==> config.mk <==
export PLATFORM = sky130hd
export DESIGN_NAME = keyframe_aware_drop_queue
export DESIGN_NICKNAME = d
export VERILOG_FILES = /design/src/sv/kadq_pkg.sv /design/src/sv/kadq_cell.sv /design/src/sv/kadq_cfg.sv /design/src/sv/keyframe_aware_drop_queue.sv
export SDC_FILE = /design/constraint.sdc
export NUM_CORES = 2
export LEC_CHECK = 0
export BUFFER_PORTS_ARGS = -buffer_cell sky130_fd_sc_hd__buf_2
export CAP_MARGIN = 20
export CORE_MARGIN = 2
export CORE_UTILIZATION = 61
export CTS_CLUSTER_DIAMETER = 150
export DETAILED_ROUTE_END_ITERATION = 10
export GPL_TIMING_DRIVEN = 0
export PLACE_DENSITY = 0.81
export SETUP_SLACK_MARGIN = 0.5
export SLEW_MARGIN = 15
export SYNTH_ARGS = -nofsm -noshare
export SYNTH_HDL_FRONTEND = slang
export SYNTH_HIERARCHICAL = 1
export SYNTH_SLANG_ARGS = --single-unit
==> constraint.sdc <==
create_clock -name clk -period 9 [get_ports clk]
set_input_delay 0 -clock clk [delete_from_list [all_inputs] [get_ports clk]]
set_output_delay 0 -clock clk [all_outputs]
set_load 0.03 [all_outputs]
==> src/sv/kadq_pkg.sv <==
`default_nettype none
package kadq_pkg;

	localparam int MODE_W      = 2;
	localparam int EXT_TAG_W   = 32;
	localparam int LIMIT_W     = 6;
	localparam int CNT_OUT_W   = 7;
	localparam int APB_ADDR_W  = 3;
	localparam int APB_DATA_W  = 32;

	localparam logic [MODE_W-1:0] MODE_PUSH  = 2'd0;
	localparam logic [MODE_W-1:0] MODE_POP   = 2'd1;
	localparam logic [MODE_W-1:0] MODE_CLEAR = 2'd2;

	// Word index of each configuration register (byte address / 4).
	localparam logic REG_QUEUE_LIMIT = 1'b0;

	localparam logic [LIMIT_W-1:0] LIMIT_RESET = 6'd32;

	typedef struct packed {
		logic [MODE_W-1:0]    mode;
		logic [EXT_TAG_W-1:0] packet_tag;
		logic                 key_flag;
	} kadq_cmd_t;

	typedef struct packed {
		logic [EXT_TAG_W-1:0] out_tag;
		logic                 out_valid;
		logic [CNT_OUT_W-1:0] occupancy;
		logic [CNT_OUT_W-1:0] dropped_count;
	} kadq_rsp_t;

	typedef struct packed {
		logic shift;
		logic load;
	} kadq_cell_ctl_t;

endpackage
`default_nettype wire

==> src/sv/kadq_cell.sv <==
`default_nettype none
module kadq_cell #(
	parameter int TAG_WIDTH = 32
) (
	input  wire                       clk,
	input  kadq_pkg::kadq_cell_ctl_t  ctl,
	input  wire [TAG_WIDTH-1:0]       load_tag,
	input  wire                       load_key,
	input  wire [TAG_WIDTH-1:0]       next_tag,
	input  wire                       next_key,
	output logic [TAG_WIDTH-1:0]      tag_q,
	output logic                      key_q
);
	import kadq_pkg::*;

	// A new entry has priority over the value moving in from the neighbor.
	always_ff @(posedge clk) begin
		if (ctl.load) begin
			tag_q <= load_tag;
			key_q <= load_key;
		end else if (ctl.shift) begin
			tag_q <= next_tag;
			key_q <= next_key;
		end
	end

endmodule
`default_nettype wire

==> src/sv/kadq_cfg.sv <==
`default_nettype none
module kadq_cfg (
	input  wire                                clk,
	input  wire                                arst_n,
	input  wire                                psel,
	input  wire                                penable,
	input  wire                                pwrite,
	input  wire [kadq_pkg::APB_ADDR_W-1:0]     paddr,
	input  wire [kadq_pkg::APB_DATA_W-1:0]     pwdata,
	output logic [kadq_pkg::APB_DATA_W-1:0]    prdata,
	output logic                               pready,
	output logic [kadq_pkg::LIMIT_W-1:0]       queue_limit
);
	import kadq_pkg::*;

	logic [LIMIT_W-1:0] limit_q;
	logic               sel_limit;

	assign pready      = 1'b1;
	assign sel_limit   = (paddr[APB_ADDR_W-1] == REG_QUEUE_LIMIT);
	assign queue_limit = limit_q;

	always_ff @(posedge clk or negedge arst_n) begin
		if (!arst_n) begin
			limit_q <= LIMIT_RESET;
		end else if (psel && penable && pwrite && pready && sel_limit) begin
			limit_q <= pwdata[LIMIT_W-1:0];
		end
	end

	always_comb begin
		prdata = '0;
		if (sel_limit) begin
			prdata = APB_DATA_W'(limit_q);
		end
	end

endmodule
`default_nettype wire

==> src/sv/keyframe_aware_drop_queue.sv <==
// Channel  | Signals                    | Transfer
// ---------+----------------------------+----------------------------------
// command  | start, busy, cmd           | edge with start high, busy low
// result   | done, rsp                  | one cycle, done high, no stall
// config   | psel penable pwrite paddr  | access edge, pready always high
//          | pwdata prdata pready       |
// Pop, clear and idle modes do not set busy; their result shows the cycle after the command.
// A push passes through the check state, and through the drop walk when the queue is over its
// limit: the check drops a key head, then the walk drops the non-key entries behind it up to
// the next key or an empty queue, moving the whole cell chain one place per cycle toward the head.
// After reset the queue is empty and the limit is 32; busy is low.
// busy stays high for the whole push; a new command may enter while a result shows.
`default_nettype none
module keyframe_aware_drop_queue #(
	parameter int DEPTH     = 64,
	parameter int TAG_WIDTH = 32
) (
	input  wire                               clk,
	input  wire                               arst_n,
	input  wire                               start,
	output logic                              busy,
	input  kadq_pkg::kadq_cmd_t               cmd,
	output logic                              done,
	output kadq_pkg::kadq_rsp_t               rsp,
	input  wire                               psel,
	input  wire                               penable,
	input  wire                               pwrite,
	input  wire [kadq_pkg::APB_ADDR_W-1:0]    paddr,
	input  wire [kadq_pkg::APB_DATA_W-1:0]    pwdata,
	output logic [kadq_pkg::APB_DATA_W-1:0]   prdata,
	output logic                              pready
);
	import kadq_pkg::*;

	localparam int CW   = $clog2(DEPTH + 1);
	localparam int CMPW = (CW > LIMIT_W) ? CW : LIMIT_W;
	localparam logic [CW-1:0]   FULL_CNT = CW'(DEPTH);
	localparam logic [CMPW-1:0] TOP_LIM  = CMPW'(DEPTH - 1);

	typedef enum logic [1:0] {
		ST_IDLE,
		ST_CHECK,
		ST_WALK
	} state_t;

	state_t               state_q;
	logic [CW-1:0]        count_q;
	logic [CW-1:0]        dropped_q;
	logic                 done_q;
	kadq_rsp_t            rsp_q;
	logic [LIMIT_W-1:0]   queue_limit;

	logic [TAG_WIDTH-1:0] tag_cells [DEPTH];
	logic                 key_cells [DEPTH];
	kadq_cell_ctl_t       cell_ctl  [DEPTH];

	logic                 accept;
	logic                 full;
	logic                 over;
	logic                 head_key;
	logic                 shift;
	logic [CMPW-1:0]      lim_ext;
	logic [CMPW-1:0]      lim_eff;
	logic [TAG_WIDTH-1:0] in_tag;

	kadq_cfg u_cfg (
		.clk         (clk),
		.arst_n      (arst_n),
		.psel        (psel),
		.penable     (penable),
		.pwrite      (pwrite),
		.paddr       (paddr),
		.pwdata      (pwdata),
		.prdata      (prdata),
		.pready      (pready),
		.queue_limit (queue_limit)
	);

	assign busy     = (state_q != ST_IDLE);
	assign accept   = start && !busy;
	assign full     = (count_q == FULL_CNT);
	assign head_key = key_cells[0];
	assign in_tag   = TAG_WIDTH'(cmd.packet_tag);
	assign lim_ext  = CMPW'(queue_limit);
	assign lim_eff  = (lim_ext > TOP_LIM) ? TOP_LIM : lim_ext;
	assign over     = (CMPW'(count_q) > lim_eff);
	assign done     = done_q;
	assign rsp      = rsp_q;

	always_comb begin
		shift = 1'b0;
		unique case (state_q)
			ST_IDLE: begin
				if (accept) begin
					shift = ((cmd.mode == MODE_PUSH) && full) ||
					        ((cmd.mode == MODE_POP) && (count_q != '0));
				end
			end
			ST_CHECK: shift = over && head_key;
			ST_WALK:  shift = (count_q != '0) && !head_key;
			default:  shift = 1'b0;
		endcase
	end

	// Cell 0 is the head; each cell takes its upper neighbor's entry on a shift.
	for (genvar i = 0; i < DEPTH; i++) begin : g_cell
		localparam logic [CW-1:0] IDX = CW'(i);
		logic load;
		logic [TAG_WIDTH-1:0] nb_tag;
		logic nb_key;

		if (i == DEPTH - 1) begin : g_last
			assign load   = accept && (cmd.mode == MODE_PUSH) && (full || (count_q == IDX));
			assign nb_tag = '0;
			assign nb_key = 1'b0;
		end else begin : g_mid
			assign load   = accept && (cmd.mode == MODE_PUSH) && !full && (count_q == IDX);
			assign nb_tag = tag_cells[i+1];
			assign nb_key = key_cells[i+1];
		end

		assign cell_ctl[i] = '{shift: shift, load: load};

		kadq_cell #(
			.TAG_WIDTH (TAG_WIDTH)
		) u_cell (
			.clk      (clk),
			.ctl      (cell_ctl[i]),
			.load_tag (in_tag),
			.load_key (cmd.key_flag),
			.next_tag (nb_tag),
			.next_key (nb_key),
			.tag_q    (tag_cells[i]),
			.key_q    (key_cells[i])
		);
	end

	always_ff @(posedge clk or negedge arst_n) begin
		if (!arst_n) begin
			state_q   <= ST_IDLE;
			count_q   <= '0;
			dropped_q <= '0;
			done_q    <= 1'b0;
			rsp_q     <= '0;
		end else begin
			done_q <= 1'b0;
			unique case (state_q)
				ST_IDLE: begin
					if (accept) begin
						rsp_q <= '0;
						unique case (cmd.mode)
							MODE_PUSH: begin
								// A push into a full chain drops the head to make room.
								if (full) begin
									dropped_q <= CW'(1);
								end else begin
									count_q   <= count_q + CW'(1);
									dropped_q <= '0;
								end
								state_q <= ST_CHECK;
							end
							MODE_POP: begin
								done_q <= 1'b1;
								if (count_q != '0) begin
									count_q             <= count_q - CW'(1);
									rsp_q.out_tag       <= EXT_TAG_W'(tag_cells[0]);
									rsp_q.out_valid     <= 1'b1;
									rsp_q.occupancy     <= CNT_OUT_W'(count_q - CW'(1));
								end else begin
									rsp_q.occupancy     <= CNT_OUT_W'(count_q);
								end
							end
							MODE_CLEAR: begin
								done_q  <= 1'b1;
								count_q <= '0;
							end
							default: begin
								done_q          <= 1'b1;
								rsp_q.occupancy <= CNT_OUT_W'(count_q);
							end
						endcase
					end
				end
				ST_CHECK: begin
					if (over) begin
						if (head_key) begin
							count_q   <= count_q - CW'(1);
							dropped_q <= dropped_q + CW'(1);
						end
						state_q <= ST_WALK;
					end else begin
						done_q              <= 1'b1;
						rsp_q.occupancy     <= CNT_OUT_W'(count_q);
						rsp_q.dropped_count <= CNT_OUT_W'(dropped_q);
						state_q             <= ST_IDLE;
					end
				end
				ST_WALK: begin
					if ((count_q != '0) && !head_key) begin
						count_q   <= count_q - CW'(1);
						dropped_q <= dropped_q + CW'(1);
					end else begin
						done_q              <= 1'b1;
						rsp_q.occupancy     <= CNT_OUT_W'(count_q);
						rsp_q.dropped_count <= CNT_OUT_W'(dropped_q);
						state_q             <= ST_IDLE;
					end
				end
				default: state_q <= ST_IDLE;
			endcase
		end
	end

endmodule
`default_nettype wire

==> results.cfg <==
[cts]
cts_tree = yes
ctsLongestPathBuffers = 3
post_cts_buffers = 0
clock_latency_ns = 0.84
cts_resized = 0
cts-hold-fix-buffers = 57
htree_levels = 4
clkSinkCount = 2182
clk_pin_slew_ns = 0.07
clock-root-buffer = clkbuf_16
cts_buffers = 214

[layout]
multi_input_area_sq_um = 33700
layout-drive-gt1-share_pct = 51.2
ff_latch_area_sq_um = 65200
nets = 5688
fin_util_pct = 68.7
nFillCells = 10200
syn2layout_area_growth_pct = 12.1

[logic_synthesis]
yosys.cell_types.count = 63
postSynthAreaPerCell_sq_um = 20.3
synth-edff-count = 2112
yosys_warnings = 6
synthFlopType = edfxtp_1
synth-seq-cells = 2182
async_reset_ff_share_pct = 3.21
synth_area_sq_um = 104000
ys_seq_area_share_pct = 62.9
syn-instance-count = 5111

[critical_path]
cpPeakStageDelay_ns = 0.70
slowest_stage = or2_2
critical_path_buf_inv_count = 6
cp-startpoint = count_q[0]
path_cells = clkbuf_1, inv_1, ha_1, nor3b_4, nand3_1, and3_1, clkbuf_1, clkbuf_1, nand3_1, nor2_1, buf_6, buf_12, or2_2
endpoint_kind = flip-flop
crit_top_cell = clkbuf_1
crit_fanout = 33
r2r-start = count_q[0]
setup.worst_path.class = flip-flop to flip-flop
critPathTopFamily = simple AND/OR/NAND/NOR gates
start_kind = flip-flop
crit_arrival_ns = 5.66
required_ns = 9.47

[route]
routedWlPerCell_um = 24.8
first_pass_iters = 11
viasPerCell = 5.89
remaining_drc_errors = 1
drt_first_iter_violations = 4342
wl_mm = 199
final_antenna_net_count = 0
vias = 47100

[place]
place_congestion = 0.812
post-place-ws_ns = 3.94
port_buffers = 102
dp_hpwl_mm = 127

[timing]
worst_pin_slew_ns = 0.909
rsz0062_at_grt = no
slew_violations = 0
hold-worst-slack_ns = 0.148
hold_viol = 0
layout_setup_ws_ns = 3.81
fin_worst_skew_ns = 0.0349
finalCritPeriodShare_pct = 57.7
setup_viol_count_final = 0
final.min_clock_period_ns = 5.19
slew-limit-headroom_pct = 39.4
setup-tns-final_ns = 0
max_freq_mhz = 193

[grt]
grt-ovfl-total = 0
grt_pass1_wl_mm = 305
antenna_found_initial = 7
grt_pass1_vias = 49600
grt_max_degree = 65
track_usage_pct = 22.9

[floorplanning]
design.die.area_sq_um = 173000
ios = 158
die_w_um = 416
die_h_um = 416
row_count = 151
core_area_sq_um = 169000
initial_utilization_pct = 61.3

[run_status]
failed_checks = DRC
status = finished, violations left

[job]
max_cap_violations = 0

[pwr]
p_leak_nw = 42.2
peakVddDrop_mv = 0.213
finalPower_mw = 34.2
powerDensity_nw_per_um2 = 295

[min_path]
hp-class = input port to flip-flop
hold_start = penable
worst paths after layout:
check / to / slack, ns / cells past startpoint
max: g_cell[4].u_cell/tag_q[18] / 3.81 / 13
min: u_cfg/queue_limit[2] / 0.15 / 4
max reg2reg: g_cell[4].u_cell/tag_q[18] / 3.81 / 13
min reg2reg: rsp[37] / 0.48 / 2
max in group asynchronous: u_cfg/queue_limit[5] / 8.02 / 4
min in group asynchronous: rsp[40] / 0.22 / 3
metrics by stage:
step                cell area (sq um)  instances
finish                         116000       8001
global route                   116000       7998
CTS                            116000       7998
detailed placement             108000       7537
global placement               107000       7488
floorplan                      104000       5168
cells in the final DEF, fill, tap and decap left out, drive strengths merged, types with 4 or more instances in the layout:
cell,instances
o22ai,5
nor4,4
buf,441
clkinv,109
a21oi,21
nor2,86
and2b,6
clkbuf,278
ha,20
dlygate4sd3,57
clkinvlp,6
nor3,7
inv,36
o21ai,57
conb,60
nand3,33
or2,67
and3,6
edfxtp,2112
bufinv,29
nand3b,6
mux2,2119
nand2,93
dfrtp,69
nor2b,4
where the power goes:
group          switching, mW  internal, mW  total (mW)
Clock                   3.83          5.31        9.14
Combinational           3.38          4.24        7.62
Sequential              1.18          16.3        17.5
final cells by class:
| cell class | instances | area share [%] |
|---|---|---|
| multi-input combinational | 2642 | 29.0 |
| inverter | 26 | 0.0840 |
| antenna | 3 | 0.00646 |
| buffer | 318 | 4.23 |
| timing repair buffer | 208 | 1.95 |
| clock buffer | 250 | 4.84 |
| clock inverter | 154 | 1.39 |
| tap | 2218 | 2.39 |
| sequential | 2182 | 56.1 |
layer usage:
layer  vias to the layer above  routed length, um  GRT usage [%]
met5                         -                  0              0
met4                         0               3590           5.27
met3                       271              10400           3.49
met2                      1247              97300           38.0
met1                     24900              87400           32.1
li1                      20700                  -              -
cell families after synthesis:
kind of cell | share of synthesized area, %
compound gates | 0.664
mux | 29.8
xor+xnor | 0.00845
fa+ha+maj | 0.241
simple gates | 1.58
buf+inv | 4.84
other cells | 0.0109
flops | 62.9
synth_stat cells (5+ instances only):
cell type,number,area share [%]
nor2_1,85,0.31
buf_4,27,0.20
o21ai_0,56,0.27
ha_1,20,0.24
o22ai_1,5,0.030
or2_1,65,0.39
nand3b_1,6,0.043
a21oi_2,6,0.051
buf_12,192,3.7
mux2_4,1856,27
nand2_1,93,0.34
nand3_1,33,0.16
and3_1,6,0.036
a21oi_1,15,0.072
dfrtp_1,69,1.7
edfxtp_1,2112,61
mux2_2,263,2.9
inv_1,26,0.094
and2b_2,6,0.051
nor3_1,7,0.034
buf_6,66,0.72
clkbuf_1,28,0.10
registers in the layout, summed over array words and instances, names as in the netlist:
register	flops
count_q	7
done	1
dropped_q	7
g_cell.u_cell/key_q	64
g_cell.u_cell/tag_q	2048
rsp	47
state_q	2
u_cfg/queue_limit	6
worst min-delay path: stages:
cell and delay (ns):
buf_2 0.12, nand4b_4 0.13, mux2_2 0.16, dlygate4sd3_1 0.54
(Power assumes the default switching activity.)
